### src/rtl/npcs_pkg.sv
package npcs_pkg;

  localparam int PALETTE_SIZE = 256;
  localparam int IDX_W = (PALETTE_SIZE > 1) ? $clog2(PALETTE_SIZE) : 1;
  localparam int CMP_W = (IDX_W > 8) ? IDX_W : 8;
  localparam int DIST_W = 18;
  localparam int IN_W = 40;
  localparam int OUT_W = 32;

  localparam logic [1:0] CMD_WRITE = 2'd0;
  localparam logic [1:0] CMD_QUERY = 2'd1;
  localparam logic [1:0] CMD_LIGHT = 2'd2;

  localparam logic [7:0] TRANS_RESET = 8'd247;
  localparam logic [11:0] LIGHT_MUL = 12'd13;
  localparam logic [7:0] LIGHT_ADD = 8'd48;

  typedef struct packed {
    logic              valid;
    logic              is_write;
    logic [7:0]        idx;
    logic [7:0]        red;
    logic [7:0]        green;
    logic [7:0]        blue;
    logic              cand_ok;
    logic [DIST_W-1:0] cand_dist;
    logic [IDX_W-1:0]  cand_idx;
    logic              best_found;
    logic [DIST_W-1:0] best_sq;
    logic [IDX_W-1:0]  best_idx;
  } item_t;

  function automatic logic [7:0] lighten(input logic [7:0] c);
    logic [11:0] p;
    p = {4'b0, c} * LIGHT_MUL;
    return p[11:4] + LIGHT_ADD;
  endfunction

  function automatic logic [15:0] sq_diff(input logic [7:0] a, input logic [7:0] b);
    logic [7:0] d;
    d = (a > b) ? (a - b) : (b - a);
    return {8'b0, d} * {8'b0, d};
  endfunction

  function automatic logic [DIST_W-1:0] sq_dist(input logic [7:0] r0, input logic [7:0] g0,
                                                input logic [7:0] b0, input logic [23:0] e);
    return DIST_W'(sq_diff(r0, e[23:16])) + DIST_W'(sq_diff(g0, e[15:8]))
         + DIST_W'(sq_diff(b0, e[7:0]));
  endfunction

  function automatic logic better(input item_t it);
    return it.valid && !it.is_write && it.cand_ok
        && (!it.best_found || (it.cand_dist < it.best_sq));
  endfunction

endpackage

### src/rtl/npcs_front.sv
module npcs_front (
  input  logic                             clk,
  input  logic                             rst,
  input  logic                             en,
  input  logic                             in_valid,
  input  logic [npcs_pkg::IN_W-1:0]        in_data,
  output npcs_pkg::item_t                  item
);

  logic [1:0] cmd;
  logic       light;

  assign cmd = in_data[1:0];
  assign light = (cmd == npcs_pkg::CMD_LIGHT);

  always_ff @(posedge clk) begin
    if (rst) begin
      item.valid <= 1'b0;
    end else if (en) begin
      item.valid <= in_valid;
    end
    if (en) begin
      item.is_write   <= (cmd == npcs_pkg::CMD_WRITE);
      item.idx        <= in_data[9:2];
      item.red        <= light ? npcs_pkg::lighten(in_data[17:10]) : in_data[17:10];
      item.green      <= light ? npcs_pkg::lighten(in_data[25:18]) : in_data[25:18];
      item.blue       <= light ? npcs_pkg::lighten(in_data[33:26]) : in_data[33:26];
      item.cand_ok    <= 1'b0;
      item.cand_dist  <= '0;
      item.cand_idx   <= '0;
      item.best_found <= 1'b0;
      item.best_sq    <= '0;
      item.best_idx   <= '0;
    end
  end

endmodule

### config.mk
export PLATFORM = sky130hd
export DESIGN_NAME = npcs_front
export DESIGN_NICKNAME = d
export VERILOG_FILES = /design/src/rtl/npcs_pkg.sv /design/src/rtl/npcs_front.sv
export SDC_FILE = /design/constraint.sdc
export NUM_CORES = 1
export LEC_CHECK = 0
export ABC_AREA = 1
export BUFFER_PORTS_ARGS = -buffer_cell sky130_fd_sc_hd__clkbuf_2
export CAP_MARGIN = 20
export CORE_UTILIZATION = 53
export CTS_BUF_LIST = sky130_fd_sc_hd__clkbuf_4 sky130_fd_sc_hd__clkbuf_8
export DETAILED_ROUTE_END_ITERATION = 10
export GPL_TIMING_DRIVEN = 0
export HOLD_SLACK_MARGIN = 0.08
export PLACE_DENSITY = 0.82
export SETUP_SLACK_MARGIN = 0.1
export SYNTH_ARGS = -nofsm -noshare
export SYNTH_HDL_FRONTEND = slang
export SYNTH_SLANG_ARGS = --single-unit
### constraint.sdc
create_clock -name clk -period 3.55 [get_ports clk]
set_input_delay 0.8875 -clock clk [delete_from_list [all_inputs] [get_ports clk]]
set_output_delay 0.8875 -clock clk [all_outputs]
set_load 0.01 [all_outputs]
==> run_results.csv, run 1 <==
group,metric,value,unit
placement,place.port_buffers,71,
clock_tree,cts-root-buf,"clkbuf_8",
clock_tree,cts_htree_levels,2,
pwr,int_pwr,1.01,mW
timing,timing.hold.ws,0.516,ns
clock_tree,tritoncts_sink_count,34,
drt,drt-wirelength-per-cell,10.9,um
logic_synthesis,ys_warn_count,0,
final_layout,diodes_inserted,0,
logic_synthesis,syn-instance-count,504,
die,io_pins,132,
final_layout,nFillCells,611,
timing,min_period_over_period,0.897,
final_layout,largest_register_ff_count,34,
timing,grt_setup_unrepaired,"false",
timing,highest_clock_rate,314,MHz
clock_tree,post_cts_hold_buffer_count,0,
timing,fin_worst_skew,0,ns
run_status,run_status,"completed",
drt,drt_drc_violations_left,0,
logic_synthesis,mappedNetlistArea,0.00398,sq mm
worst_setup_path,critical_path_arrival,3.22,ns
global_routing,largest_net_degree_at_the_start_of_global_routing,35,
die,num_rows,31,
global_routing,antenna_found_initial,0,
pwr,power.leakage,2.87,nW
placement,detailedPlacementHpwl,6760,um
die,die_height,88.6,um
die,initial_utilization,0.548,
global_routing,grt_pass1_vias,3214,
logic_synthesis,number_of_synthesized_register_bits,34,
clock_tree,tritoncts,"yes",
clock_tree,clock_latency_on_the_worst_skew_pair,0.29,ns
logic_synthesis,post_synth_main_area_contributors,"edfxtp_1 25%, ha_1 18%, buf_4 10%, nand2_1 9.9%, inv_1 9.6%",
logic_synthesis,avgSynthCellArea,7.89,sq um
worst_setup_path,required,3.59,ns
logic_synthesis,async_flop_share,0,
pwr,post-layout-total-power,1.70,mW
pwr,switchingPower,0.687,mW
drt,vias,3368,
drt,dr.pass1.iters,4,
pwr,worst_ir_drop_vdd,0.140,mV
pwr,power.share.clock,0.184,
die,chipWidth,88.6,um
timing,setup_total_negative_slack,0,ns
worst_setup_path,endpoint_kind,"flip-flop",
timing,max-slew-margin-rel,0.418,
final_layout,areaGrowthSynthToFinish,19.5,%
worst_setup_path,critical_path_class,"input pin to flip-flop",
worst_setup_path,critical_path_fanout_max,5,
clock_tree,numCtsBuffers,5,
pwr,power_frac_seq,0.301,
die,fp.coreArea,0.00725,sq mm
final_layout,max_flop_register,"item",
logic_synthesis,synth.top_cell.area_share,0.249,
placement,finalWeightedCongestion,0.878,
worst_setup_path,start_kind,"input pin",
drt,detail_route.iter0.violations,171,
final_layout,postLayoutCellArea,0.00475,sq mm
drt,route.antenna.remaining_nets,0,
pwr,power.density,357,mW/mm^2
logic_synthesis,synth.lib_cells_used.distinct,26,
timing,finalWorstPathRequiredPeriod,3.18,ns
placement,dpl_cell_area,0.00465,sq mm
die,die_ar,0.00785,sq mm
logic_synthesis,synth_top_cells_by_count,"105 x nand2_1, 102 x inv_1, 57 x ha_1",
logic_synthesis,synth_enable_flop_cells,33,
global_routing,grt-ovfl-total,0,
logic_synthesis,synth.yosys.seq_area_share,0.254,
clock_tree,cts.clk_slew.worst_paths,0.06,ns
logic_synthesis,synth_most_common_cell,"nand2_1",
timing,final-hold-violation-count,0,
timing,tightestPinTransition,0.873,ns
global_routing,grt_first_pass_wirelength,13100,um
clock_tree,cts-root-to-sink-buffers,2,
timing,slew_viol_final,0,
pwr,p_sw_frac,0.405,
final_layout,final_util,0.655,
timing,setup_viol_count_final,0,
final_layout,reg.largest.list,"item (34)",
final_layout,drive_above_1_share,0.275,
logic_synthesis,synth_ff_type,"edfxtp_1",
drt,routed_wirelength,7980,um
logic_synthesis,post-synth-top-area-cell,"edfxtp_1",
worst_hold_path,hold_path_class,"flip-flop to flip-flop",
pwr,power.combinational.fraction,0.515,
global_routing,grt.total_usage,0.218,
drt,via_per_inst,4.58,
flow_run,drv_cap,0,
final_layout,num-nets-final,751,
## critical path: stages
cell and delay, ns:
clkbuf_2 0.15, ha_1 0.30, inv_1 0.05, fa_1 0.50
inv_1 0.04, ha_1 0.35, nand2_1 0.08, nand2_1 0.07
inv_1 0.12, nand4_2 0.17, nand2_4 0.11, ha_1 0.16
nand3_1 0.08, nand3_1 0.08, o21ai_0 0.08
## cells in the final DEF (no fill, tap or decap)
cell and n:
xnor2_1 2, clkbuf_2 71, inv_2 2, nand4_2 1, buf_2 3, nand4_1 5, mux2i_1 1, nand2_2 28
a21o_1 6, nand2_4 1, nand3_2 1, ha_2 1, o21ai_0 14, or2_2 1, inv_1 102, clkbuf_1 1
clkbuf_4 1, clkinv_2 1, fa_1 15, conb_1 54, buf_4 55, nor2_1 15, edfxtp_1 33, nand3_1 36
ha_1 56, a21oi_1 12, nand2_1 105, o21ai_2 3, dfxtp_1 1, a31oi_1 3, clkbuf_8 6
## metrics by stage
step	worst slack, ns	std cells
detailed placement	0.0344	727
CTS	0.329	735
global placement	0.129	727
global route	0.141	735
floorplan	0.404	557
finish	0.365	735
## metal layers
layer / track usage / wire length [um] / vias to the layer above
met2: 0.424 / 4120 / 117
li1: - / - / 1747
met3: 0.0354 / 531 / 13
met4: 0.0953 / 144 / 0
met1: 0.228 / 3190 / 1491
met5: 0 / 0 / -
## path summary, 6_finish.rpt
check                          endpoint  cells past startpoint  slack [ns]                  start
setup / recovery     item[60]$_DFFE_PP_                     15        0.37            in_data[30]
hold / removal    item[87]$_SDFFE_PP0P_                      2        0.52  item[87]$_SDFFE_PP0P_
hold reg to reg   item[87]$_SDFFE_PP0P_                      2        0.52  item[87]$_SDFFE_PP0P_
setup reg to reg  item[87]$_SDFFE_PP0P_                      2        2.95  item[87]$_SDFFE_PP0P_
## area by class of cell
type                       instances  area, sq um  share of cell area
inverter                         104          390              0.0822
clock buffer                       7         90.1              0.0190
tap                               99          124              0.0261
timing repair buffer              71          355              0.0748
clock inverter                     1         5.00             0.00105
sequential                        34         1010               0.213
multi-input combinational        360         2340               0.493
buffer                            59          432              0.0909
## cells by family after synthesis
family | after synthesis | synth area share
adder cells (fa/ha/maj) | 72 | 0.255
AO/OA/AOI/OAI | 38 | 0.0554
AND/OR/NAND/NOR | 193 | 0.221
buffers and inverters | 163 | 0.207
other | 1 | 0.000943
XOR/XNOR | 2 | 0.00441
flip-flops | 34 | 0.254
multiplexers | 1 | 0.00252
## power groups by stage
stage	combinational [mW]	sequential [mW]	clock, mW
global placement	0.826	0.519	0
detailed placement	0.865	0.519	0
floorplan	0.635	0.543	0
CTS	0.871	0.510	0.315
finish	0.873	0.510	0.312
global route	1.00	0.514	0.332
## what timing repair did
item | in CTS | in global routing
gates resized for setup | 0 | 1
endpoints found under the hold margin | 0 | 0
setup buffers | 0 | 0
setup endpoints to repair | 0 | 1
Note: power is estimated with default switching activity, not from simulation.
==> inputs of run 2 (changes only) <==
- CORE_UTILIZATION: 53 -> 40
- PLACE_DENSITY: 0.82 -> 0.65
==> run 2 against run 1 <==
Compared with the run above: fmax down 0.72%; critical endpoint is now item[68]$_DFFE_PP_; sequential power hardly changed; global-route usage is 6.1 points lower; via count decreased by 1.9%; die area rose by 32%.
==> run_results.csv, run 2 (synthesis gave the netlist of run 1 again) <==
group,metric,value,unit
clock_tree,post_cts_hold_buffer_count,0,
worst_setup_path,critical_path_class,"input pin to flip-flop",
final_layout,max_flop_register,"item",
timing,setup_viol_count_final,0,
placement,dpl.cell_count,761,
global_routing,grt_first_pass_wirelength,12700,um
final_layout,largest_register_ff_count,34,
clock_tree,tritoncts_sink_count,34,
timing,min_period_over_period,0.904,
clock_tree,numCtsBuffers,5,
die,die_height,102,um
final_layout,areaGrowthSynthToFinish,20.1,%
drt,detail_route.iter0.violations,71,
die,num_rows,36,
drt,drt-wirelength-per-cell,10.3,um
timing,max-slew-margin-rel,0.392,
global_routing,grt.total_usage,0.157,
placement,finalWeightedCongestion,0.845,
drt,route.antenna.remaining_nets,0,
final_layout,reg.largest.list,"item (34)",
timing,tightestPinTransition,0.911,ns
drt,routed_wirelength,7910,um
worst_setup_path,critical_path_arrival,3.23,ns
worst_setup_path,critical_path_fanout_max,6,
die,io_pins,132,
clock_tree,clock_latency_on_the_worst_skew_pair,0.28,ns
global_routing,grt_pass1_vias,2981,
final_layout,postLayoutCellArea,0.00478,sq mm
pwr,power.leakage,2.86,nW
final_layout,drive_above_1_share,0.269,
final_layout,final_util,0.493,
die,initial_utilization,0.410,
global_routing,antenna_found_initial,0,
clock_tree,cts-root-buf,"clkbuf_8",
pwr,post-layout-total-power,1.64,mW
worst_hold_path,hold_path_class,"flip-flop to flip-flop",
die,fp.coreArea,0.00968,sq mm
flow_run,drv_cap,0,
drt,vias,3303,
final_layout,final_std_cells_w_o_fill,769,
clock_tree,cts_htree_levels,2,
timing,grt_setup_unrepaired,"false",
placement,place.port_buffers,71,
timing,finalWorstPathRequiredPeriod,3.21,ns
die,chipWidth,102,um
timing,fin_worst_skew,0,ns
final_layout,most-common-layout-cells,"105 x nand2_1, 102 x inv_1, 71 x clkbuf_2",
final_layout,diodes_inserted,0,
pwr,power.density,344,mW/mm^2
global_routing,largest_net_degree_at_the_start_of_global_routing,35,
timing,final-hold-violation-count,0,
placement,detailedPlacementHpwl,6700,um
final_layout,num-nets-final,751,
placement,dpl_cell_area,0.00470,sq mm
drt,via_per_inst,4.30,
clock_tree,cts.clk_slew.worst_paths,0.06,ns
worst_setup_path,required,3.57,ns
worst_setup_path,endpoint_kind,"flip-flop",
global_routing,grt-ovfl-total,0,
clock_tree,tritoncts,"yes",
timing,highest_clock_rate,312,MHz
run_status,run_status,"completed",
timing,slew_viol_final,0,
drt,dr.pass1.iters,4,
clock_tree,cts-root-to-sink-buffers,2,
clock_tree,post-cts-setup-buffer-count,0,
drt,drt_drc_violations_left,0,
pwr,worst_ir_drop_vdd,0.149,mV
clock_tree,cts_repair_resize_count,0,
worst_setup_path,start_kind,"input pin",
timing,setup_total_negative_slack,0,ns
die,die_ar,0.0103,sq mm
final_layout,most_frequent_standard_cell_in_the_layout_excluding_fill_and_tap_cells,"nand2_1",
[run 2: cell count changes in the layout (fill, tap and decap cells not counted)]
cell and change:
clkinv_1 +3, ha_2 -1, clkbuf_4 -1, ha_1 +1, clkbuf_8 -1, clkinv_2 -1
[run 2: final timing paths]
kind	from	to	slack, ns	cells after the start
setup reg to reg	item[87]$_SDFFE_PP0P_	item[87]$_SDFFE_PP0P_	2.96	2
hold reg to reg	item[87]$_SDFFE_PP0P_	item[87]$_SDFFE_PP0P_	0.50	2
hold / removal	item[87]$_SDFFE_PP0P_	item[87]$_SDFFE_PP0P_	0.50	2
setup / recovery	in_data[22]	item[68]$_DFFE_PP_	0.34	17
[run 2: power by group]
part | leakage [nW] | switching, mW | internal [mW] | total [mW]
combinational | 2.49 | 0.517 | 0.345 | 0.861
clock | 0.0407 | 0.141 | 0.131 | 0.272
sequential | 0.331 | 0.0126 | 0.497 | 0.510
[run 2: routing by layer]
layer	part of all wire	wire [um]	global-route usage	vias up
li1	-	-	-	1746
met1	0.44	3450	0.184	1450
met2	0.49	3900	0.294	99
met3	0.060	473	0.0248	8
met4	0.011	89	0.0412	0
met5	0	0	0	-
[run 2: area by class of cell]
cell class | instances | area, sq um
Buffer | 59 | 432
Clock buffer | 5 | 68.8
Clock inverter | 3 | 11.3
Fill cell | 955 | 4910
Inverter | 104 | 390
Multi-Input combinational cell | 360 | 2340
Sequential cell | 34 | 1010
Tap cell | 133 | 166
Timing Repair Buffer | 71 | 355
[run 2: critical path: stages]
cell      delay, ns
clkbuf_2       0.15
ha_1           0.29
inv_1          0.05
fa_1           0.50
inv_1          0.05
ha_1           0.36
nand2_1        0.12
nand2_1        0.07
nand2_1        0.08
nand3_1        0.08
nand2_1        0.06
nand2_1        0.08
ha_1           0.22
inv_1          0.05
nand2_1        0.04
nand3_1        0.06
o21ai_0        0.08
[run 2: through the flow]
step                setup WS (ns)  hold WS (ns)
floorplan                   0.404         0.528
CTS                         0.327         0.501
global placement            0.118         0.475
finish                      0.342         0.496
detailed placement         0.0299         0.488
global route                0.144         0.556
