==> config.mk <==
export PLATFORM = sky130hd
export DESIGN_NAME = npcs_tail
export DESIGN_NICKNAME = d
export VERILOG_FILES = /design/src/rtl/npcs_pkg.sv /design/src/rtl/npcs_tail.sv
export SDC_FILE = /design/constraint.sdc
export NUM_CORES = 1
export LEC_CHECK = 0
export CORE_ASPECT_RATIO = 0.7
export CORE_MARGIN = 3
export CORE_UTILIZATION = 41
export DETAILED_ROUTE_END_ITERATION = 12
export DONT_BUFFER_PORTS = 1
export GPL_ROUTABILITY_DRIVEN = 0
export REMOVE_ABC_BUFFERS = 1
export SYNTH_ARGS = -nofsm -noshare
export SYNTH_HDL_FRONTEND = slang
export SYNTH_SLANG_ARGS = --single-unit
==> constraint.sdc <==
create_clock -name clk -period 2.5 [get_ports clk]
set_input_delay 0.5 -clock clk [delete_from_list [all_inputs] [get_ports clk]]
set_output_delay 0.5 -clock clk [all_outputs]
set_load 0.01 [all_outputs]
==> src/rtl/npcs_pkg.sv <==
package npcs_pkg;

  localparam int PALETTE_SIZE = 256;
  localparam int IDX_W = (PALETTE_SIZE > 1) ? $clog2(PALETTE_SIZE) : 1;
  localparam int CMP_W = (IDX_W > 8) ? IDX_W : 8;
  localparam int DIST_W = 18;
  localparam int IN_W = 40;
  localparam int OUT_W = 32;

  localparam logic [1:0] CMD_WRITE = 2'd0;
  localparam logic [1:0] CMD_QUERY = 2'd1;
  localparam logic [1:0] CMD_LIGHT = 2'd2;

  localparam logic [7:0] TRANS_RESET = 8'd247;
  localparam logic [11:0] LIGHT_MUL = 12'd13;
  localparam logic [7:0] LIGHT_ADD = 8'd48;

  typedef struct packed {
    logic              valid;
    logic              is_write;
    logic [7:0]        idx;
    logic [7:0]        red;
    logic [7:0]        green;
    logic [7:0]        blue;
    logic              cand_ok;
    logic [DIST_W-1:0] cand_dist;
    logic [IDX_W-1:0]  cand_idx;
    logic              best_found;
    logic [DIST_W-1:0] best_sq;
    logic [IDX_W-1:0]  best_idx;
  } item_t;

  function automatic logic [7:0] lighten(input logic [7:0] c);
    logic [11:0] p;
    p = {4'b0, c} * LIGHT_MUL;
    return p[11:4] + LIGHT_ADD;
  endfunction

  function automatic logic [15:0] sq_diff(input logic [7:0] a, input logic [7:0] b);
    logic [7:0] d;
    d = (a > b) ? (a - b) : (b - a);
    return {8'b0, d} * {8'b0, d};
  endfunction

  function automatic logic [DIST_W-1:0] sq_dist(input logic [7:0] r0, input logic [7:0] g0,
                                                input logic [7:0] b0, input logic [23:0] e);
    return DIST_W'(sq_diff(r0, e[23:16])) + DIST_W'(sq_diff(g0, e[15:8]))
         + DIST_W'(sq_diff(b0, e[7:0]));
  endfunction

  function automatic logic better(input item_t it);
    return it.valid && !it.is_write && it.cand_ok
        && (!it.best_found || (it.cand_dist < it.best_sq));
  endfunction

endpackage

==> src/rtl/npcs_tail.sv <==
module npcs_tail (
  input  logic                         clk,
  input  logic                         rst,
  input  npcs_pkg::item_t              item_in,
  output logic                         en,
  output logic                         out_valid,
  input  logic                         out_ready,
  output logic [npcs_pkg::OUT_W-1:0]   out_data
);

  logic                          take;
  logic                          found;
  logic [npcs_pkg::DIST_W-1:0]   chosen_sq;
  logic [npcs_pkg::IDX_W-1:0]    best;
  logic [7:0]                    color;

  assign en        = !out_valid || out_ready;
  assign take      = npcs_pkg::better(item_in);
  assign found     = item_in.best_found | take;
  assign chosen_sq = take ? item_in.cand_dist : item_in.best_sq;
  assign best      = take ? item_in.cand_idx : item_in.best_idx;
  assign color     = npcs_pkg::CMP_W'(best) & npcs_pkg::CMP_W'(8'hFF);

  always_ff @(posedge clk) begin
    if (rst) begin
      out_valid <= 1'b0;
    end else if (en) begin
      out_valid <= item_in.valid;
    end
    if (en) begin
      if (item_in.is_write) begin
        out_data <= {6'b0, {npcs_pkg::DIST_W{1'b0}}, item_in.idx};
      end else if (found) begin
        out_data <= {6'b0, chosen_sq, color};
      end else begin
        out_data <= '0;
      end
    end
  end

endmodule

==> impl_metrics.json, run 1 <==
{
  "status": "completed",
  "layout_commonest_cell": "edfxtp_1",
  "drive_above_1_share_pct": 13.10,
  "dp_hpwl_um": 3189,
  "synthToLayoutAreaGrowth_pct": 7.472,
  "holdPathEnd": "out_valid",
  "die_x_um": 82,
  "htreeDepth": 1,
  "endpoint_kind": "flip-flop",
  "drcViolationCount": 0,
  "worstPathArrival_ns": 2.44,
  "rsz0062_at_grt": "no",
  "route.vias.total": 1114,
  "crit_slowest_cell": "ha_1",
  "n_antenna_cell": 0,
  "die_area_um2": 4854,
  "wire_per_inst_um": 19.29,
  "fp-row-count": 18,
  "worstPathRequired_ns": 2.53,
  "total_power_uw": 981.4,
  "crit_fanout": 14,
  "drt_pre_antenna_iters": 4,
  "finalHoldViolations": 0,
  "synth_top_area_share_pct": 47.09,
  "finalSetupViolations": 0,
  "ys_types": 29,
  "rrSetupSlack_ns": 1.16,
  "cts_buffer_depth": 2,
  "antenna_found_initial": 0,
  "power-per-cell-area_nw_per_um2": 550.8,
  "worstPathCellList": "inv_1 -> ha_1 -> a21o_1 -> a221oi_2 -> o221ai_1 -> a211o_1 -> and3b_1 -> buf_4 -> a221o_1",
  "synth_area_leader_cell": "edfxtp_1",
  "max_stage_delay_ns": 0.31,
  "worstSetupPathType": "input pin to flip-flop",
  "finalNetCount": 254,
  "drt-total-wl_um": 3762,
  "clkTransAtPathRegs_ns": 0.10,
  "groute.usage.overall_pct": 15.40,
  "ant_nets": 0,
  "grt_max_degree": 16,
  "synth_area_leaders": "edfxtp_1 (47%), ha_1 (13%), a22o_1 (9.5%), a221o_1 (4.8%), inv_1 (4.1%)",
  "syn_inst": 137,
  "fin_skew_ns": 0.01220,
  "crit_family": "compound AO/OA/AOI/OAI gates",
  "period_share_pct": 96.29,
  "fin_util_pct": 48.24,
  "yosys_warnings": 0,
  "worstRegToRegCells": 3,
  "cts_tree": "yes",
  "layout_common_cells": "edfxtp_1 (26), inv_1 (18), a22o_1 (18), ha_1 (17), buf_4 (10)",
  "ys_seq_elements": 27,
  "timing.rr.start": "out_valid",
  "cap_violations": 0,
  "cts_inserted_buffers": 3,
  "grt-ovfl-total": 0,
  "hold_start": "rst",
  "synth-async-reset-ratio_pct": 0,
  "synth_edf_count": 26,
  "portBuffers": 0,
  "viasPerCell": 5.713,
  "whs_path_depth": 1,
  "first_global_vias": 1159,
  "cts.sinks": 27,
  "clkLatencyLatePin_ns": 0.27,
  "grt_pass1_wl_um": 5582,
  "peakVddDrop_v": 0.0002960,
  "ctsHoldBuffers": 0,
  "synth_area_um2": 1658,
  "root_buffer": "clkbuf_8",
  "ios": 125,
  "ys_seq_area_share_pct": 48.30,
  "fin_ws_ns": 0.09276,
  "slew_violations": 0,
  "drtIter0Drc": 30,
  "fmax_ghz": 0.4154,
  "hp-class": "input pin to flip-flop",
  "leakage_nw": 0.8122,
  "start_util_pct": 44.88,
  "syn_avg_cell_area_um2": 12.10,
  "coreArea_um2": 3694,
  "r2r-end": "out_data[20]",
  "fin_crit_ns": 2.407,
  "synthFlopType": "edfxtp_1",
  "start_kind": "input pin",
  "die_y_um": 59.20,
  "dpl_worst_slack_ns": -0.2683,
  "critPathBufInv": 2
}
logic make-up (layout without fill, tap and decap cells):
family / count (synthesis) / in the layout / share of synthesized area (%)
DFF: 27 / 27 / 48.30
adders and majority gates: 17 / 17 / 12.83
AOI/OAI and AO/OA: 41 / 41 / 20.75
and+or+nand+nor: 22 / 22 / 8.680
other: 1 / 6 / 0.2262
buffers and inverters: 29 / 32 / 9.207
through the flow:
step | cells | TNS [ns] | hold slack [ns] | area (µm²)
after floorplan | 131 | -0.6134 | 0.5691 | 1592
after detailed placement | 191 | -4.645 | 0.5804 | 1729
after global routing | 195 | 0 | 0.2799 | 1782
after global placement | 191 | -2.711 | 0.5723 | 1729
after CTS | 195 | 0 | 0.2747 | 1775
final | 195 | 0 | 0.2839 | 1782
what timing repair did:
item | in CTS | in global routing
gates resized for setup | 0 | 1
setup endpoints to repair | 0 | 9
buffers inserted | 0 | 0
layer usage:
layer / part of all wire, % / vias up / global-route usage [%] / wire length (µm)
met1: 35 / 523 / 15.79 / 1305
met3: 13 / 2 / 8.207 / 488
met4: 0.32 / 0 / 1.659 / 12
li1: - / 528 / - / -
met5: 0 / - / 0 / 0
met2: 52 / 61 / 28.65 / 1955
worst max-delay path by stage:
stage          cells after the start          end         from  slack (ns)
4_1_cts                            9  out_data[4]  item_in[15]        0.03
3_3_place_gp                       9  out_data[5]  item_in[15]       -0.16
3_5_place_dp                       9  out_data[4]  item_in[15]       -0.27
5_1_grt                            9  out_data[5]  item_in[15]        0.02
6_report                           9  out_data[5]  item_in[15]        0.09
2_1_floorplan                      8  out_data[0]  item_in[15]       -0.08
cells in the mapped netlist, types with 2 or more instances:
| cell | n |
|---|---|
| edfxtp_1 | 26 |
| a22o_1 | 18 |
| inv_1 | 18 |
| ha_1 | 17 |
| a221o_1 | 8 |
| and2_1 | 8 |
| a21oi_1 | 7 |
| buf_4 | 6 |
| nand4_1 | 3 |
| a21o_1 | 2 |
| buf_2 | 2 |
| nand2_1 | 2 |
| nand2b_1 | 2 |
| nand3_1 | 2 |
| o221ai_1 | 2 |
final cells by class:
class	instances	area [µm²]
fillers	339	1912
clock inverters	1	5.005
repair buffers	10	75.07
inverters	18	67.56
clock buffers	3	41.29
well taps	50	62.56
multi-input cells	86	729.5
flip-flops and latches	27	800.8
flip-flops by register name, indices dropped and copies added (netlist names):
register,flops
out_data,26
out_valid,1
power breakdown:
part	total, mW	leakage [nW]	internal (mW)	switching (mW)
registers	0.590	0.298	0.550	0.0401
clock network	0.245	0.0255	0.112	0.134
logic	0.146	0.489	0.0721	0.0742
total	0.981	0.812	0.734	0.248
Power figures use the tool's default switching activity.
==> inputs of run 2 (changes only) <==
Clock period 2.5 ns to 2.25 ns, I/O delays scaled along.
==> impl_metrics.json, run 2 (synthesis gave the netlist of run 1 again) <==
{
  "finalHoldViolations": 0,
  "cts_tree": "yes",
  "coreArea_um2": 3694,
  "layout_commonest_cell": "edfxtp_1",
  "hp-class": "input pin to flip-flop",
  "grt-ovfl-total": 0,
  "peakVddDrop_v": 0.0003565,
  "route.vias.total": 1137,
  "rrSetupSlack_ns": 1.19,
  "fmax_ghz": 0.4409,
  "clkLatencyLatePin_ns": 0.27,
  "crit_fanout": 7,
  "htreeDepth": 1,
  "post_dp_cell_area_um2": 1729,
  "start_util_pct": 44.88,
  "start_kind": "input pin",
  "cts_buffer_depth": 2,
  "slew_violations": 0,
  "drt-total-wl_um": 4078,
  "cts_inserted_buffers": 3,
  "drtIter0Drc": 30,
  "root_buffer": "clkbuf_8",
  "status": "finished with violations",
  "total_power_mw": 1.139,
  "drcViolationCount": 0,
  "ios": 125,
  "die_x_um": 82,
  "fp-row-count": 18,
  "grt_pass1_wl_um": 6023,
  "leakage_nw": 0.8433,
  "cap_violations": 0,
  "period_share_pct": 100.8,
  "die_area_um2": 4854,
  "ant_nets": 0,
  "portBuffers": 0,
  "antenna_found_initial": 0,
  "finalNetCount": 258,
  "dpl_worst_slack_ns": -0.4325,
  "fin_ws_ns": -0.01821,
  "worstPathArrival_ns": 2.30,
  "finalSetupViolations": 3,
  "die_y_um": 59.20,
  "fin_skew_ns": 0.004505,
  "first_global_vias": 1264,
  "n_antenna_cell": 0,
  "dp_hpwl_um": 3106,
  "reg_top3": "out_data x26, out_valid x1",
  "largest_reg_flops": 26,
  "rsz0062_at_grt": "yes",
  "endpoint_kind": "flip-flop",
  "drt_pre_antenna_iters": 4,
  "grt_max_degree": 20,
  "worstSetupPathType": "input pin to flip-flop",
  "power-per-cell-area_nw_per_um2": 588.5,
  "synthToLayoutAreaGrowth_pct": 16.75,
  "tns_ns": -0.02670,
  "layout_common_cells": "edfxtp_1 (26), a22o_1 (18), inv_1 (15), ha_1 (13)",
  "worstPathRequired_ns": 2.28,
  "wire_per_inst_um": 20.49,
  "final_area_um2": 1936,
  "largest_register": "out_data",
  "violations": "negative setup slack",
  "cts.sinks": 27,
  "viasPerCell": 5.714,
  "fin_crit_ns": 2.268,
  "groute.usage.overall_pct": 16.86,
  "drive_above_1_share_pct": 21.48,
  "clkTransAtPathRegs_ns": 0.09
}
-- run 2: cell count changes in the layout (fill, tap and decap cells not counted), moves of 2 or more --
cell	delta
inv_2	+2
ha_4	+4
inv_1	-3
buf_4	-2
buf_8	+2
ha_1	-4
buf_6	+3
-- run 2: critical path, cell delays in order --
cell and delay [ns]:
ha_4 0.22, a21o_1 0.21, a221oi_4 0.25, o221ai_2 0.14, a211o_1 0.27, and3b_2 0.29
buf_8 0.16, a221o_1 0.31
-- run 2: final cells by class --
class                           count  area [µm²]
Tap cell                           50       62.56
Inverter                           18       72.57
Clock buffer                        4       45.04
Multi-Input combinational cell     86       810.8
Fill cell                         316        1758
Sequential cell                    27       800.8
Timing Repair Buffer               14       143.9
-- run 2: per-stage QoR --
| stage | hold slack, ns | cells | utilization [%] |
|---|---|---|---|
| global placement | 0.5223 | 191 | 46.82 |
| detailed placement | 0.5412 | 191 | 46.82 |
| floorplan | 0.5191 | 131 | - |
| finish | 0.2429 | 199 | 52.41 |
| CTS | 0.2388 | 201 | 52.64 |
| global route | 0.2307 | 199 | 52.41 |
-- run 2: repair_timing --
| item | in CTS | in global routing |
|---|---|---|
| endpoints found under the setup margin | 26 | 26 |
| gates cloned | 2 | 0 |
| hold buffers | 0 | 0 |
| resized for setup | 20 | 6 |
| pin swaps | 9 | 10 |
| setup buffers | 4 | 0 |
-- run 2: path summary, 6_finish.rpt --
kind / startpoint / depth (start not counted) / to
worst max register to register: out_valid / 2 / out_data[9]
worst max-delay path: item_in[42] / 8 / out_data[5]
worst min register to register: out_valid / 3 / out_valid
worst min-delay path: rst / 1 / out_valid
-- run 2: power by group --
part           switching (mW)  internal, mW
logic                  0.0969         0.108
clock network           0.152         0.127
registers              0.0444         0.611
-- run 2: routing by layer --
metal	part of all wire [%]	global-route usage, %
met3	11	7.599
met2	50	29.57
met4	1.5	3.791
met1	37	18.83
met5	0	0
==> inputs of run 3 (changes only) <==
Settings changed: CORE_ASPECT_RATIO 0.7 to 2.
==> impl_metrics.json, run 3 (synthesis gave the netlist of run 1 again) <==
{
  "route.vias.total": 1137,
  "cp_common_cell": "buf_6",
  "htreeDepth": 1,
  "endpoint_kind": "flip-flop",
  "dp_hpwl_um": 3042,
  "hp-class": "input pin to flip-flop",
  "grt_pass1_wl_um": 5354,
  "reg_top3": "out_data x26, out_valid x1",
  "crit_slowest_cell": "a221oi_2",
  "portBuffers": 0,
  "die_x_um": 50.97,
  "wire_per_inst_um": 18.88,
  "instances_no_fill": 201,
  "clkPwrFrac_pct": 24.2,
  "num-fill-cells": 366,
  "fin_crit_ns": 2.180,
  "power-per-cell-area_nw_per_um2": 588.5,
  "dpl_worst_slack_ns": -0.4164,
  "max_stage_delay_ns": 0.27,
  "slew_violations": 0,
  "total_power_mw": 1.111,
  "cts_buffer_depth": 2,
  "drcViolationCount": 0,
  "clkTransAtPathRegs_ns": 0.09,
  "first_global_vias": 1146,
  "drive_above_1_share_pct": 21.33,
  "holdWs_ns": 0.2506,
  "die_y_um": 95.93,
  "drt_pre_antenna_iters": 4,
  "n_antenna_cell": 0,
  "cts.sinks": 27,
  "fin_util_pct": 48.61,
  "start_kind": "input pin",
  "cts_inserted_buffers": 3,
  "p_int_uw": 835.0,
  "ios": 125,
  "worstRegToRegCells": 2,
  "fp-row-count": 32,
  "crit_fanout": 5,
  "layout_commonest_cell": "edfxtp_1",
  "period_share_pct": 96.91,
  "leakage_nw": 0.8407,
  "worstSetupPathType": "input pin to flip-flop",
  "pwr-share-comb_pct": 16.8,
  "start_util_pct": 42.69,
  "die_area_um2": 4889,
  "viasPerCell": 5.657,
  "largest_reg_flops": 26,
  "post_dp_cell_area_um2": 1753,
  "finalNetCount": 259,
  "final_area_um2": 1888,
  "crit_family": "compound AO/OA/AOI/OAI gates",
  "ant_nets": 0,
  "worstPathCellList": "ha_4 -> a21o_1 -> a221oi_2 -> o221ai_2 -> a211o_1 -> and3b_2 -> buf_6 -> buf_6 -> a22o_1",
  "cap_violations": 0,
  "rsz0062_at_grt": "yes",
  "grt_max_degree": 29,
  "layout_common_cells": "edfxtp_1 (26), a22o_1 (18), inv_1 (15), ha_1 (14), buf_4 (11)",
  "placed_cells": 195,
  "fin_skew_ns": 0.005383,
  "peakVddDrop_v": 0.0002815,
  "finalHoldViolations": 0,
  "worstPathRequired_ns": 2.27,
  "net-switching-power_uw": 276.2,
  "swShare_pct": 24.86,
  "drt-total-wl_um": 3794,
  "root_buffer": "clkbuf_8",
  "cts_tree": "yes",
  "p_seq_share_pct": 59.0,
  "crit_cells": 9,
  "critPathBufInv": 2,
  "whs_path_depth": 1,
  "fmax_ghz": 0.4586,
  "largest_register": "out_data",
  "status": "completed",
  "synthToLayoutAreaGrowth_pct": 13.89,
  "finalSetupViolations": 0,
  "tns_ns": 0,
  "antenna_found_initial": 0,
  "drtIter0Drc": 13,
  "fin_ws_ns": 0.06955,
  "worstPathArrival_ns": 2.20,
  "clkLatencyLatePin_ns": 0.27,
  "grt-ovfl-total": 0,
  "coreArea_um2": 3884,
  "groute.usage.overall_pct": 14.76
}
==> run 3: final cells by class <==
cell class | instances | area (µm²) | share of cell area, %
clock buffer | 4 | 45.04 | 2.386
sequential | 27 | 800.8 | 42.41
multi-input combinational | 86 | 779.5 | 41.29
inverter | 18 | 77.57 | 4.109
timing repair buffer | 15 | 121.4 | 6.428
tap | 51 | 63.81 | 3.380
==> run 3: final timing paths <==
kind                from  slack, ns      endpoint
max          item_in[42]       0.07   out_data[9]
min                  rst       0.25     out_valid
max reg2reg    out_valid       1.12  out_data[23]
min reg2reg    out_valid       0.95   out_data[0]
==> run 3: layer usage <==
| metal | up-vias | track usage [%] | routed length [µm] |
|---|---|---|---|
| met5 | - | 0 | 0 |
| met1 | 532 | 15.76 | 1276 |
| li1 | 537 | - | - |
| met3 | 4 | 3.566 | 342 |
| met4 | 0 | 6.517 | 56 |
| met2 | 64 | 26.72 | 2119 |
==> run 3: power by group through the flow <==
stage / sequential (mW) / clock (mW) / combinational [mW]
after floorplan: 0.661 / 0 / 0.115
after global placement: 0.669 / 0 / 0.160
after detailed placement: 0.669 / 0 / 0.169
after CTS: 0.658 / 0.281 / 0.185
after global routing: 0.661 / 0.302 / 0.210
final: 0.656 / 0.269 / 0.186
==> run 3: repair_timing <==
action / in CTS / in global routing
endpoints found under the setup margin: 22 / 10
setup buffers: 1 / 0
pin swaps: 9 / 7
cloned: 1 / 0
resized for setup: 13 / 6
hold buffers: 0 / 0
==> run 3: worst reg2reg max path, stage by stage, from the launching register on <==
cell and delay, ns:
dfxtp_1 0.36, nand2b_1 0.09, buf_4 0.35
