$ cat src/rtl/npcs_pkg.sv
package npcs_pkg;

  localparam int PALETTE_SIZE = 256;
  localparam int IDX_W = (PALETTE_SIZE > 1) ? $clog2(PALETTE_SIZE) : 1;
  localparam int CMP_W = (IDX_W > 8) ? IDX_W : 8;
  localparam int DIST_W = 18;
  localparam int IN_W = 40;
  localparam int OUT_W = 32;

  localparam logic [1:0] CMD_WRITE = 2'd0;
  localparam logic [1:0] CMD_QUERY = 2'd1;
  localparam logic [1:0] CMD_LIGHT = 2'd2;

  localparam logic [7:0] TRANS_RESET = 8'd247;
  localparam logic [11:0] LIGHT_MUL = 12'd13;
  localparam logic [7:0] LIGHT_ADD = 8'd48;

  typedef struct packed {
    logic              valid;
    logic              is_write;
    logic [7:0]        idx;
    logic [7:0]        red;
    logic [7:0]        green;
    logic [7:0]        blue;
    logic              cand_ok;
    logic [DIST_W-1:0] cand_dist;
    logic [IDX_W-1:0]  cand_idx;
    logic              best_found;
    logic [DIST_W-1:0] best_sq;
    logic [IDX_W-1:0]  best_idx;
  } item_t;

  function automatic logic [7:0] lighten(input logic [7:0] c);
    logic [11:0] p;
    p = {4'b0, c} * LIGHT_MUL;
    return p[11:4] + LIGHT_ADD;
  endfunction

  function automatic logic [15:0] sq_diff(input logic [7:0] a, input logic [7:0] b);
    logic [7:0] d;
    d = (a > b) ? (a - b) : (b - a);
    return {8'b0, d} * {8'b0, d};
  endfunction

  function automatic logic [DIST_W-1:0] sq_dist(input logic [7:0] r0, input logic [7:0] g0,
                                                input logic [7:0] b0, input logic [23:0] e);
    return DIST_W'(sq_diff(r0, e[23:16])) + DIST_W'(sq_diff(g0, e[15:8]))
         + DIST_W'(sq_diff(b0, e[7:0]));
  endfunction

  function automatic logic better(input item_t it);
    return it.valid && !it.is_write && it.cand_ok
        && (!it.best_found || (it.cand_dist < it.best_sq));
  endfunction

endpackage

$ cat src/rtl/npcs_cell.sv
module npcs_cell (
  input  logic                           clk,
  input  logic                           rst,
  input  logic                           en,
  input  logic [npcs_pkg::IDX_W-1:0]     cell_index,
  input  logic [7:0]                     trans_index,
  input  npcs_pkg::item_t                item_in,
  output npcs_pkg::item_t                item_out
);

  logic [23:0] entry;
  logic        take;
  logic        hit;

  assign take = npcs_pkg::better(item_in);
  assign hit  = npcs_pkg::CMP_W'(item_in.idx) == npcs_pkg::CMP_W'(cell_index);

  always_ff @(posedge clk) begin
    if (en && item_in.valid && item_in.is_write && hit) begin
      entry <= {item_in.red, item_in.green, item_in.blue};
    end
  end

  always_ff @(posedge clk) begin
    if (rst) begin
      item_out.valid <= 1'b0;
    end else if (en) begin
      item_out.valid <= item_in.valid;
    end
    if (en) begin
      item_out.is_write   <= item_in.is_write;
      item_out.idx        <= item_in.idx;
      item_out.red        <= item_in.red;
      item_out.green      <= item_in.green;
      item_out.blue       <= item_in.blue;
      item_out.cand_ok    <= npcs_pkg::CMP_W'(trans_index) != npcs_pkg::CMP_W'(cell_index);
      item_out.cand_dist  <= npcs_pkg::sq_dist(item_in.red, item_in.green, item_in.blue, entry);
      item_out.cand_idx   <= cell_index;
      item_out.best_found <= item_in.best_found | take;
      item_out.best_sq    <= take ? item_in.cand_dist : item_in.best_sq;
      item_out.best_idx   <= take ? item_in.cand_idx : item_in.best_idx;
    end
  end

endmodule

$ cat config.mk
export PLATFORM = sky130hd
export DESIGN_NAME = npcs_cell
export DESIGN_NICKNAME = d
export VERILOG_FILES = /design/src/rtl/npcs_pkg.sv /design/src/rtl/npcs_cell.sv
export SDC_FILE = /design/constraint.sdc
export NUM_CORES = 1
export LEC_CHECK = 0
export ABC_AREA = 1
export BUFFER_PORTS_ARGS = -buffer_cell sky130_fd_sc_hd__clkbuf_2
export CAP_MARGIN = 20
export CORE_MARGIN = 2
export CORE_UTILIZATION = 54
export CTS_BUF_LIST = sky130_fd_sc_hd__clkbuf_16
export DETAILED_ROUTE_END_ITERATION = 6
export PLACE_DENSITY = 0.84
export SLEW_MARGIN = 40
export SYNTH_ARGS = -nofsm -noshare
export SYNTH_HDL_FRONTEND = slang
export SYNTH_SLANG_ARGS = --single-unit
$ cat constraint.sdc
create_clock -name clk -period 8.4 [get_ports clk]
set_clock_uncertainty 0.1 [all_clocks]
set_input_delay 1.26 -clock clk [delete_from_list [all_inputs] [get_ports clk]]
set_output_delay 1.26 -clock clk [all_outputs]
set_load 0.05 [all_outputs]
==> implementation parameters, run 1 <==
Parameter                              Value

Detailed routing
  Count of routing violations after the opening detailed-route iteration    about 580
  Total wire length    approximately 29,000 um
  Vias post-DR    9,778
  Remaining design rule violation count    4
  Post-DR vias/cell    5.13
  Count of antenna-violating nets left after detailed routing    0
  Wirelength per Cell    15.4 um
  Total iterations of the first detailed-routing run    7

Worst setup path
  Path length in cells of the critical path    32
  Sum of buffers and inverters on the critical path    8
  Max stage delay on crit path    0.59 ns
  Flop-to-flop setup slack    ~1.1 ns
  Reg2reg path depth    29
  CP required    8.45 ns
  Worst setup endpoint    item_out[51]$_DFFE_PP_
  Reg-to-reg endpoint    item_out[51]$_DFFE_PP_
  Critical path fanouts, max    8
  CP Class    in -> reg
  Arrival time of data at the critical path endpoint    around 8 ns
  Cell family with most CP delay    adder cells
  Critical-path cell with the highest stage delay    fa_1
  Worst r2r src    entry[3]$_DFFE_PP_
  CP dominant cell by count    nand2_1
  Launch point of the critical path    item_in[54]
  Kind of capture point of the worst setup path    flip-flop
  Startpoint class of the critical path    input pin

STA
  Final-report max-slew violation count    0
  Pin slew with the least headroom to its limit    0.771 ns
  Share of the clock period used by the worst path after layout    95.3%
  Worst setup margin    between 0.3 and 0.4 ns
  Final count of hold timing violations    0
  Relative max-transition margin    48.6%
  Fmax    125 MHz
  Final min period    8.01 ns
  Setup violators final    0

Global routing
  GRT overflow    0
  Total track usage    26.1%
  Largest net degree at the start of global routing    61
  Number of antenna violations at the first check in global routing    0
  Number of global-route vias before repair    10,400
  Wire length of the first global-routing pass    49,700 um

Clocking
  Number of clock sinks seen by CTS    roughly 110
  Setup fix buffers added after clock tree synthesis    0
  Total clock buffers created by CTS    9
  Source-to-sink clock delay at the later pin of the worst-skew pair    0.37 ns
  TritonCTS clock tree    done
  Clock Root Buffer    clkbuf_16
  Clock slew at the register clock pins of the worst setup and hold paths    0.10 ns
  Clock buffer depth    2
  Count of H-tree levels built during CTS    3

Floorplan
  Full die area    24,100 um^2
  Placeable core region    between 20,000 and 25,000 um^2
  Die outline width    155 um
  Core Rows    55
  Vert. Die Dim    around 160 um
  Top Ports    a little under 200
  Initial Utilization    54.8%

Layout
  Layout Area Growth over Synthesis    14.2%
  Number of antenna diodes    0
  Final instance area    14,100 um^2
  Layout net count    about 2,000
  Post-layout util    62.6%
  Proportion of layout cells with a drive suffix above 1    18.1%

Synth
  Commonest register cell after synthesis    edfxtp_1
  Netlist cell types    38
  Cell Area, Synth    12,400 um^2
  Share of Yosys cell area claimed by the top area cell type    27.0%
  Number of enable-type register cells in the synthesized netlist    111
  Number of synthesized register bits    between 100 and 150
  Post-Synthesis Cells    1,403
  YS warnings    0
  Dominant cell type by area after synthesis    edfxtp_1
  Top cells by area in the synthesized netlist    edfxtp_1 (27%), fa_1 (22%), ha_1 (14%)
  Synthesized netlist net count    1,787
  Synth Area per Inst    ~8.8 um^2
  Sequential area share after synthesis    a little over a quarter
  Ys async rst share    0%

Run status
  Violated checks    DRC
  Result of the run    finished, violations left

Placement
  Number of buffers added on ports    ~190
  Area of placed instances    between 10,000 and 15,000 um^2
  Placer congestion estimate    between 0.9 and 1
  Placed wire-length estimate after detailed placement    24,600 um
  Setup slack at placement    0.00573 ns

Worst hold path
  Path class of the lowest-slack min-delay path    reg -> reg

Flow run
  Max-capacitance violation count    0
-- timing repair --
item	4_1_cts	5_1_grt
endpoints found under the setup margin	0	6
gates resized for setup	0	9
hold buffers	0	0
-- flip-flops by register name (all words and copies together) (netlist names) --
| register | flops |
|---|---|
| item_out | 88 |
| entry | 24 |
-- tightest hold or removal path: stages (launching register included) --
cell and delay (ns):
dfxtp_1 0.32, nand2_1 0.06, a21oi_1 0.06
-- layer usage --
| metal | vias to the layer above | global-route usage (%) | wire, um |
|---|---|---|---|
| met2 | 392 | 47.1 | 14700 |
| met5 | - | 0 | 0 |
| li1 | 4708 | - | - |
| met1 | 4607 | 29.9 | 11100 |
| met4 | 0 | 11.1 | 1270 |
| met3 | 71 | 5.85 | 2390 |
-- per-stage QoR --
step	TNS, ns	hold slack (ns)	instances
detailed placement	0	0.363	1890
finish	0	0.373	1906
floorplan	0	0.574	1403
global placement	0	0.345	1890
global route	-0.00957	0.398	1906
CTS	0	0.378	1906
-- cells in the final DEF (no fill, tap or decap), types with 2 or more instances in the layout --
cell / synthesis / layout
nor2_2: 12 / 17
o21ai_0: 12 / 11
nand2_1: 279 / 279
inv_6: 0 / 3
nor3_1: 4 / 4
clkbuf_16: 0 / 9
o21ai_4: 2 / 2
a21oi_2: 0 / 3
edfxtp_1: 111 / 111
clkbuf_2: 0 / 193
xnor2_1: 18 / 18
nand3_1: 66 / 66
o21ai_2: 5 / 5
inv_2: 8 / 9
o21a_1: 6 / 6
fa_1: 138 / 138
buf_4: 2 / 25
nand3b_1: 2 / 2
nand2_4: 2 / 2
or2_2: 2 / 2
nand4_1: 8 / 8
a21oi_1: 46 / 43
inv_1: 351 / 350
nand2_2: 18 / 18
nor2_1: 107 / 102
a221oi_1: 2 / 2
clkinv_8: 0 / 2
a21o_1: 4 / 4
o21bai_1: 10 / 10
ha_1: 139 / 139
xor2_1: 25 / 25
-- cells in the mapped netlist, drive strengths merged (8+ instances only) --
cell type,count
nand2,299
nor2,119
o21ai,19
edfxtp,111
ha,139
a21oi,46
nand4,8
nand3,66
xor2,25
fa,138
o21bai,10
xnor2,18
inv,359
buf,10
-- worst min path at each step --
| stage | from | to | slack [ns] | depth (start not counted) |
|---|---|---|---|---|
| global placement | item_out[87]$_SDFFE_PP0P_ | item_out[87]$_SDFFE_PP0P_ | 0.35 | 2 |
| CTS | item_out[87]$_SDFFE_PP0P_ | item_out[87]$_SDFFE_PP0P_ | 0.38 | 2 |
| finish | item_out[87]$_SDFFE_PP0P_ | item_out[87]$_SDFFE_PP0P_ | 0.37 | 2 |
| global route | item_out[87]$_SDFFE_PP0P_ | item_out[87]$_SDFFE_PP0P_ | 0.40 | 2 |
| floorplan | item_out[87]$_SDFFE_PP0P_ | item_out[87]$_SDFFE_PP0P_ | 0.57 | 2 |
| detailed placement | item_out[87]$_SDFFE_PP0P_ | item_out[87]$_SDFFE_PP0P_ | 0.36 | 2 |
-- cell type report --
type | instances | area [um^2]
Clock buffer | 9 | 225
Clock inverter | 7 | 95.1
Fill cell | 1915 | 8450
Inverter | 359 | 1350
Multi-Input combinational cell | 916 | 7590
Sequential cell | 112 | 3350
Tap cell | 285 | 357
Timing Repair Buffer | 218 | 1150
-- kinds of logic (layout without fill, tap and decap cells) --
group | after synthesis | in the layout | synth area share (%)
and+or+nand+nor | 503 | 503 | 17.0
AOI/OAI and AO/OA | 93 | 93 | 4.67
adders and majority gates | 277 | 277 | 36.4
DFF | 112 | 112 | 27.1
xor gates and xnor gates | 43 | 43 | 3.05
buffers and inverters | 375 | 593 | 11.7
Power of run 1 is left out: the tool's default activity adds up to more than one toggle a clock period on the data nets, which glitch-free logic cannot reach.
==> run 2: changes to the inputs <==
--- a/config.mk
+++ b/config.mk
@@ -5,7 +5,6 @@
 export SDC_FILE = /design/constraint.sdc
 export NUM_CORES = 1
 export LEC_CHECK = 0
-export ABC_AREA = 1
 export BUFFER_PORTS_ARGS = -buffer_cell sky130_fd_sc_hd__clkbuf_2
 export CAP_MARGIN = 20
 export CORE_MARGIN = 2
==> implementation parameters, run 2 <==
Parameter                              Value

Worst setup path
  Worst setup endpoint    item_out[49]$_DFFE_PP_ (was item_out[51]$_DFFE_PP_)
  Worst r2r src    entry[20]$_DFFE_PP_ (was entry[3]$_DFFE_PP_)
  Launch point of the critical path    item_in[54] (unchanged)
  Flop-to-flop setup slack    0.57 ns (was 1.05 ns)
  Kind of capture point of the worst setup path    flip-flop (unchanged)
  Critical path fanouts, max    6 (was 8)
  Startpoint class of the critical path    input pin (unchanged)
  CP required    8.43 ns (was 8.45 ns)
  Arrival time of data at the critical path endpoint    8.52 ns (was 8.06 ns)
  CP Class    in -> reg (unchanged)
  Max stage delay on crit path    0.52 ns (was 0.59 ns)
  CP dominant cell by count    fa_1 (was nand2_1)
  Reg-to-reg endpoint    item_out[49]$_DFFE_PP_ (was item_out[51]$_DFFE_PP_)
  Reg2reg path depth    27 (was 29)
  Critical-path cell with the highest stage delay    fa_1 (unchanged)

Layout
  Layout fillers    1,355 (was 1,915)
  Most used cells in the layout excluding fill and tap cells    inv_1 (266), clkbuf_2 (193), buf_4 (177), ha_1 (127), fa_1 (121) (was inv_1 (350), nand2_1 (279), clkbuf_2 (193), ha_1 (139), fa_1 (138))
  Flip-flop count of the largest register, all copies and words added    88 (unchanged)
  Register name with the most flops    item_out (unchanged)
  Proportion of layout cells with a drive suffix above 1    36.6% (was 18.1%)
  Layout net count    1,837 (was 2,000)
  Number of antenna diodes    0 (unchanged)
  Layout Area Growth over Synthesis    29.1% (was 14.2%)
  Most frequent standard cell in the layout excluding fill and tap cells    inv_1 (unchanged)
  Post-layout util    71.3% (was 62.6%)
  Top Registers    item_out x88, entry x24 (unchanged)

Synth
  Synth Area per Inst    10.8 um^2 (was 8.81 um^2)
  Synthesized netlist net count    1,470 (was 1,787)
  Share of Yosys cell area claimed by the top area cell type    28.5% (was 27.0%)
  Ys async rst share    0% (unchanged)
  Most common library cells after synthesis    inv_1 (281), ha_1 (139), fa_1 (138) (was inv_1 (351), nand2_1 (279), ha_1 (139))
  Number of synthesized register bits    112 (unchanged)
  Post-Synthesis Cells    1,086 (was 1,403)
  Top cells by area in the synthesized netlist    edfxtp_1 (29%), fa_1 (24%), ha_1 (15%) (was edfxtp_1 (27%), fa_1 (22%), ha_1 (14%))
  YS warnings    0 (unchanged)
  Cell Area, Synth    11,700 um^2 (was 12,400 um^2)
  Count leader, synth    inv_1 (unchanged)
  Netlist cell types    59 (was 38)
  Dominant cell type by area after synthesis    edfxtp_1 (unchanged)
  Sequential area share after synthesis    28.7% (was 27.1%)
  Number of enable-type register cells in the synthesized netlist    111 (unchanged)
  Commonest register cell after synthesis    edfxtp_1 (unchanged)

Floorplan
  Placeable core region    21,200 um^2 (was 22,600 um^2)
  Core Rows    53 (was 55)
  Full die area    22,800 um^2 (was 24,100 um^2)
  Top Ports    195 (unchanged)
  Die outline width    151 um (was 155 um)
  Vert. Die Dim    151 um (was 155 um)
  Initial Utilization    55.2% (was 54.8%)

STA
  Unrepaired setup endpoints after global routing    true
  Pin slew with the least headroom to its limit    0.812 ns (was 0.771 ns)
  Relative max-transition margin    45.8% (was 48.6%)
  Fmax    118 MHz (was 125 MHz)
  Final-report max-slew violation count    0 (unchanged)
  Final count of hold timing violations    0 (unchanged)
  Share of the clock period used by the worst path after layout    101% (was 95.3%)
  Final min period    8.49 ns (was 8.01 ns)
  Setup violators final    1 (was 0)
  Worst setup margin    -0.0942 ns (was 0.392 ns)

Clocking
  Number of clock sinks seen by CTS    112 (unchanged)
  Clock Root Buffer    clkbuf_16 (unchanged)
  Clock slew at the register clock pins of the worst setup and hold paths    0.09 ns (was 0.10 ns)
  Hold-fix buffers at CTS    0 (unchanged)
  Total clock buffers created by CTS    9 (unchanged)
  Count of H-tree levels built during CTS    3 (unchanged)
  Clock buffer depth    2 (unchanged)
  TritonCTS clock tree    done (unchanged)
  Source-to-sink clock delay at the later pin of the worst-skew pair    0.38 ns (was 0.37 ns)

Placement
  Placed wire-length estimate after detailed placement    21,900 um (was 24,600 um)
  Placer congestion estimate    0.937 (was 0.963)
  Number of buffers added on ports    194 (unchanged)

Global routing
  Largest net degree at the start of global routing    63 (was 61)
  Wire length of the first global-routing pass    44,200 um (was 49,700 um)
  Met1 Track Usage GR    28.7% (was 29.9%)
  Met2 Resource Use GR    44.3% (was 47.1%)
  Number of global-route vias before repair    9,678 (was 10,400)
  GRT overflow    0 (unchanged)
  Number of antenna violations at the first check in global routing    0 (unchanged)
  Total track usage    24.8% (was 26.1%)
  Most Used Layer, Global Route    met2 (unchanged)
  GR Util met3    6.11% (was 5.85%)

Detailed routing
  Vias post-DR    9,094 (was 9,778)
  Wirelength per Cell    16.8 um (was 15.4 um)
  Total iterations of the first detailed-routing run    7 (unchanged)
  Total wire length    29,100 um (was 29,400 um)
  Count of antenna-violating nets left after detailed routing    0 (unchanged)
  Post-DR vias/cell    5.25 (was 5.13)
  Remaining design rule violation count    0 (was 4)
  Count of routing violations after the opening detailed-route iteration    471 (was 581)

Worst hold path
  Path class of the lowest-slack min-delay path    reg -> reg (unchanged)

Run status
  Result of the run    finished, violations left (unchanged)
  Violated checks    setup timing (was DRC)

Flow run
  Max-capacitance violation count    0 (unchanged)
## run 2: how the worst min path moves through the flow
stage                                   start                        end  cells after the start
floorplan           item_out[87]$_SDFFE_PP0P_  item_out[87]$_SDFFE_PP0P_                      2
global placement    item_out[87]$_SDFFE_PP0P_  item_out[87]$_SDFFE_PP0P_                      2
detailed placement  item_out[87]$_SDFFE_PP0P_  item_out[87]$_SDFFE_PP0P_                      2
CTS                 item_out[87]$_SDFFE_PP0P_  item_out[87]$_SDFFE_PP0P_                      2
global route        item_out[87]$_SDFFE_PP0P_  item_out[87]$_SDFFE_PP0P_                      2
finish              item_out[87]$_SDFFE_PP0P_  item_out[87]$_SDFFE_PP0P_                      2
## run 2: kinds of logic (layout without fill, tap and decap cells)
group	count (synthesis)	count (layout)	synth area share, %
adders and majority gates	277	277	38.5
muxes	48	48	4.40
buffers and inverters	301	673	9.95
xor gates and xnor gates	51	51	4.14
and+or+nand+nor	176	176	7.27
AOI/OAI and AO/OA	121	121	7.00
DFF	112	112	28.7
## run 2: critical path, delay by kind of cell
family	cells	cell delay, ns
AO/OA/AOI/OAI	8	1.44
XOR/XNOR	2	0.36
adder cells (fa/ha/maj)	10	4.12
buffers and inverters	8	0.79
multiplexers	1	0.19
AND/OR/NAND/NOR	2	0.35
## run 2: layout make-up
| cell class | count | area (um^2) | share of cell area, % |
|---|---|---|---|
| multi-input combinational | 673 | 7660 | 50.8 |
| timing repair buffer | 375 | 2360 | 15.6 |
| clock inverter | 7 | 85.1 | 0.564 |
| clock buffer | 9 | 225 | 1.49 |
| inverter | 282 | 1060 | 7.01 |
| sequential | 112 | 3350 | 22.2 |
| tap | 275 | 344 | 2.28 |
## run 2: per-stage QoR
step | TNS (ns) | instance area, um^2 | setup slack (ns) | std cells | hold slack, ns
after floorplan | 0 | 11800 | 0.0130 | 1086 | 0.633
after global placement | -1.99 | 14200 | -0.341 | 1694 | 0.377
after detailed placement | -4.19 | 14200 | -0.588 | 1694 | 0.388
after CTS | 0 | 14600 | 0.00636 | 1715 | 0.407
after global routing | -1.03 | 15100 | -0.312 | 1733 | 0.453
final | -0.0942 | 15100 | -0.0942 | 1733 | 0.403
## run 2: metal layers
metal / share of wire (%) / wire [um] / vias to the layer above
li1: - / - / 4190
met1: 36 / 10600 / 4462
met2: 53 / 15500 / 353
met3: 6.6 / 1920 / 89
met4: 3.6 / 1050 / 0
met5: 0 / 0 / -
## run 2: what timing repair did
| action | 4_1_cts | 5_1_grt |
|---|---|---|
| resized for setup | 18 | 79 |
| pin swaps | 7 | 81 |
| setup endpoints to repair | 7 | 10 |
| setup buffers | 5 | 20 |
Power of run 2 is left out for the same reason.
==> run 3: changes to the inputs <==
--- a/config.mk
+++ b/config.mk
@@ -8,10 +8,10 @@
 export BUFFER_PORTS_ARGS = -buffer_cell sky130_fd_sc_hd__clkbuf_2
 export CAP_MARGIN = 20
 export CORE_MARGIN = 2
-export CORE_UTILIZATION = 54
+export CORE_UTILIZATION = 59
 export CTS_BUF_LIST = sky130_fd_sc_hd__clkbuf_16
 export DETAILED_ROUTE_END_ITERATION = 6
-export PLACE_DENSITY = 0.84
+export PLACE_DENSITY = 0.9
 export SLEW_MARGIN = 40
 export SYNTH_ARGS = -nofsm -noshare
 export SYNTH_HDL_FRONTEND = slang
==> constraint.sdc (replaced) <==
create_clock -name clk -period 8.4 [get_ports clk]
set_clock_uncertainty 0.1 [all_clocks]
set_input_delay 0.84 -clock clk [delete_from_list [all_inputs] [get_ports clk]]
set_output_delay 0.84 -clock clk [all_outputs]
set_load 0.05 [all_outputs]
==> implementation parameters, run 3 (synthesis gave the netlist of run 2 again) <==
Parameter                              Value

STA
  Final-report max-slew violation count    0 (unchanged)
  Setup violators final    0 (was 1)
  Final min period    8.38 ns (was 8.49 ns)
  Fmax    119 MHz (was 118 MHz)
  Pin slew with the least headroom to its limit    0.667 ns (was 0.812 ns)
  Final count of hold timing violations    0 (unchanged)
  Share of the clock period used by the worst path after layout    99.8% (was 101%)
  Relative max-transition margin    55.6% (was 45.8%)

Detailed routing
  Total iterations of the first detailed-routing run    5 (was 7)
  Count of routing violations after the opening detailed-route iteration    705 (was 471)
  Vias post-DR    9,049 (was 9,094)
  Post-DR vias/cell    5.48 (was 5.25)
  Total wire length    29,200 um (was 29,100 um)
  Count of antenna-violating nets left after detailed routing    0 (unchanged)
  Wirelength per Cell    17.7 um (was 16.8 um)
  Remaining design rule violation count    0 (unchanged)

Layout
  Layout net count    1,764 (was 1,837)
  Footprint of the multi-input gates    7410 um^2 (was 7660 um^2)
  Final instance area    14,300 um^2 (was 15,100 um^2)
  Flip-flop count of the largest register, all copies and words added    88 (unchanged)
  Register name with the most flops    item_out (unchanged)
  Number of antenna diodes    0 (unchanged)
  Most used cells in the layout excluding fill and tap cells    inv_1 (281), clkbuf_2 (193), ha_1 (136), fa_1 (133), edfxtp_1 (111) (was inv_1 (266), clkbuf_2 (193), buf_4 (177), ha_1 (127), fa_1 (121))
  Sequential cell area    3350 um^2 (unchanged)
  Layout fillers    1,202 (was 1,355)
  Most frequent standard cell in the layout excluding fill and tap cells    inv_1 (unchanged)
  Top Registers    item_out x88, entry x24 (unchanged)
  Layout Area Growth over Synthesis    22.2% (was 29.1%)
  Non-filler cells, final    1,650 (was 1,733)
  Proportion of layout cells with a drive suffix above 1    29.3% (was 36.6%)

Global routing
  Largest net degree at the start of global routing    50 (was 63)
  Wire length of the first global-routing pass    44,200 um (about the same)
  Number of global-route vias before repair    9,665 (was 9,678)
  Number of antenna violations at the first check in global routing    0 (unchanged)
  Total track usage    27.3% (was 24.8%)
  GRT overflow    0 (unchanged)

Clocking
  TritonCTS clock tree    done (unchanged)
  Clock slew at the register clock pins of the worst setup and hold paths    0.08 ns (was 0.09 ns)
  Number of clock sinks seen by CTS    112 (unchanged)
  Total clock buffers created by CTS    9 (unchanged)
  Clock buffer depth    2 (unchanged)
  Source-to-sink clock delay at the later pin of the worst-skew pair    0.38 ns (about the same)
  Clock Root Buffer    clkbuf_16 (unchanged)
  Count of H-tree levels built during CTS    3 (unchanged)

Placement
  Placer congestion estimate    0.893 (was 0.937)
  Area of placed instances    13,600 um^2 (was 14,200 um^2)
  Number of buffers added on ports    194 (unchanged)
  Number of instances in the placed design    1,624 (was 1,694)
  Placed wire-length estimate after detailed placement    21,600 um (was 21,900 um)

Worst setup path
  Flop-to-flop setup slack    0.21 ns (was 0.57 ns)
  Startpoint class of the critical path    input pin (unchanged)
  Worst r2r src    entry[21]$_DFFE_PP_ (was entry[20]$_DFFE_PP_)
  Critical path fanouts, max    6 (unchanged)
  Kind of capture point of the worst setup path    flip-flop (unchanged)
  Reg-to-reg endpoint    item_out[49]$_DFFE_PP_ (unchanged)
  CP dominant cell by count    fa_1 (unchanged)
  Max stage delay on crit path    0.59 ns (was 0.52 ns)
  CP required    8.41 ns (was 8.43 ns)
  Reg2reg path depth    27 (unchanged)
  CP Class    in -> reg (unchanged)
  Cell family with most CP delay    adder cells (unchanged)
  Critical-path cell with the highest stage delay    fa_1 (unchanged)
  Arrival time of data at the critical path endpoint    8.40 ns (was 8.52 ns)
  Sum of buffers and inverters on the critical path    7 (was 8)

Worst hold path
  Worst Hold End    item_out[87]$_SDFFE_PP0P_ (unchanged)
  Worst Min Path Start    item_out[87]$_SDFFE_PP0P_ (unchanged)
  Hold Path Cell Cnt    2 (unchanged)
  Path class of the lowest-slack min-delay path    reg -> reg (unchanged)

Floorplan
  Die outline width    145 um (was 151 um)
  Initial Utilization    60.0% (was 55.2%)
  Placeable core region    19,500 um^2 (was 21,200 um^2)
  Top Ports    195 (unchanged)
  Full die area    20,900 um^2 (was 22,800 um^2)
  Vert. Die Dim    145 um (was 151 um)
  Core Rows    51 (was 53)

Run status
  Result of the run    finished clean (was finished, violations left)

Flow run
  Max-capacitance violation count    0 (unchanged)
## run 3: cell count changes in the layout (fill, tap and decap cells not counted), sizes merged
cell / previous run / this run
buf: 182 / 108
clkinv: 2 / 4
inv: 286 / 284
o31a: 2 / 3
## run 3: worst max-delay path by stage
stage | cells after the start | to | start
global placement | 29 | item_out[52]$_DFFE_PP_ | item_in[70]
detailed placement | 29 | item_out[51]$_DFFE_PP_ | item_in[62]
CTS | 29 | item_out[51]$_DFFE_PP_ | item_in[62]
finish | 29 | item_out[49]$_DFFE_PP_ | item_in[76]
global route | 26 | item_out[49]$_DFFE_PP_ | item_in[63]
floorplan | 29 | item_out[49]$_DFFE_PP_ | item_in[54]
## run 3: layer usage
layer  vias to the layer above  global-route usage [%]  share of wire, %
met2                       461                    49.3                52
met1                      4417                    30.4                36
met5                         -                       0                 0
li1                       4053                       -                 -
met4                         0                    13.2               4.6
met3                       118                    6.52               7.5
## run 3: cell type report
| cell class | count | share of cell area [%] |
|---|---|---|
| multi-input cells | 674 | 51.9 |
| inverters | 282 | 7.42 |
| clock buffers | 9 | 1.58 |
| flip-flops and latches | 112 | 23.5 |
| well taps | 265 | 2.32 |
| clock inverters | 7 | 0.771 |
| repair buffers | 301 | 12.5 |
## run 3: worst reg2reg max path, stage by stage (launching register included)
cell and delay (ns):
edfxtp_1 0.41, ha_1 0.38, nand4_1 0.16, or3_1 0.42, o31a_1 0.20, mux2i_1 0.16
a221oi_2 0.38, xor2_2 0.40, nand2b_4 0.22, fa_1 0.18, inv_1 0.06, fa_1 0.53
inv_1 0.06, fa_1 0.41, inv_1 0.09, fa_1 0.45, fa_1 0.54, fa_1 0.59
inv_1 0.09, fa_1 0.54, inv_1 0.05, ha_1 0.33, a21o_1 0.23, a21oi_4 0.22
o31ai_4 0.14, a2111oi_4 0.32, nor3_1 0.13, xor2_1 0.15
## run 3: timing repair
item	4_1_cts	5_1_grt
cloned	0	1
hold buffers	0	0
pin swaps	0	23
resized for setup	3	51
buffers inserted	0	9
endpoints found under the setup margin	2	8
## run 3: through the flow
step / hold WS (ns) / utilization [%] / setup TNS (ns) / setup slack, ns
after floorplan: 0.633 / - / 0 / 0.0126
final: 0.412 / 73.3 / 0 / 0.0166
after CTS: 0.413 / 71.8 / 0 / 0.0128
after detailed placement: 0.388 / 70.0 / -1.24 / -0.304
after global placement: 0.377 / 70.0 / -0.177 / -0.0664
after global routing: 0.454 / 73.3 / -1.24 / -0.273
Power of run 3 is left out for the same reason.
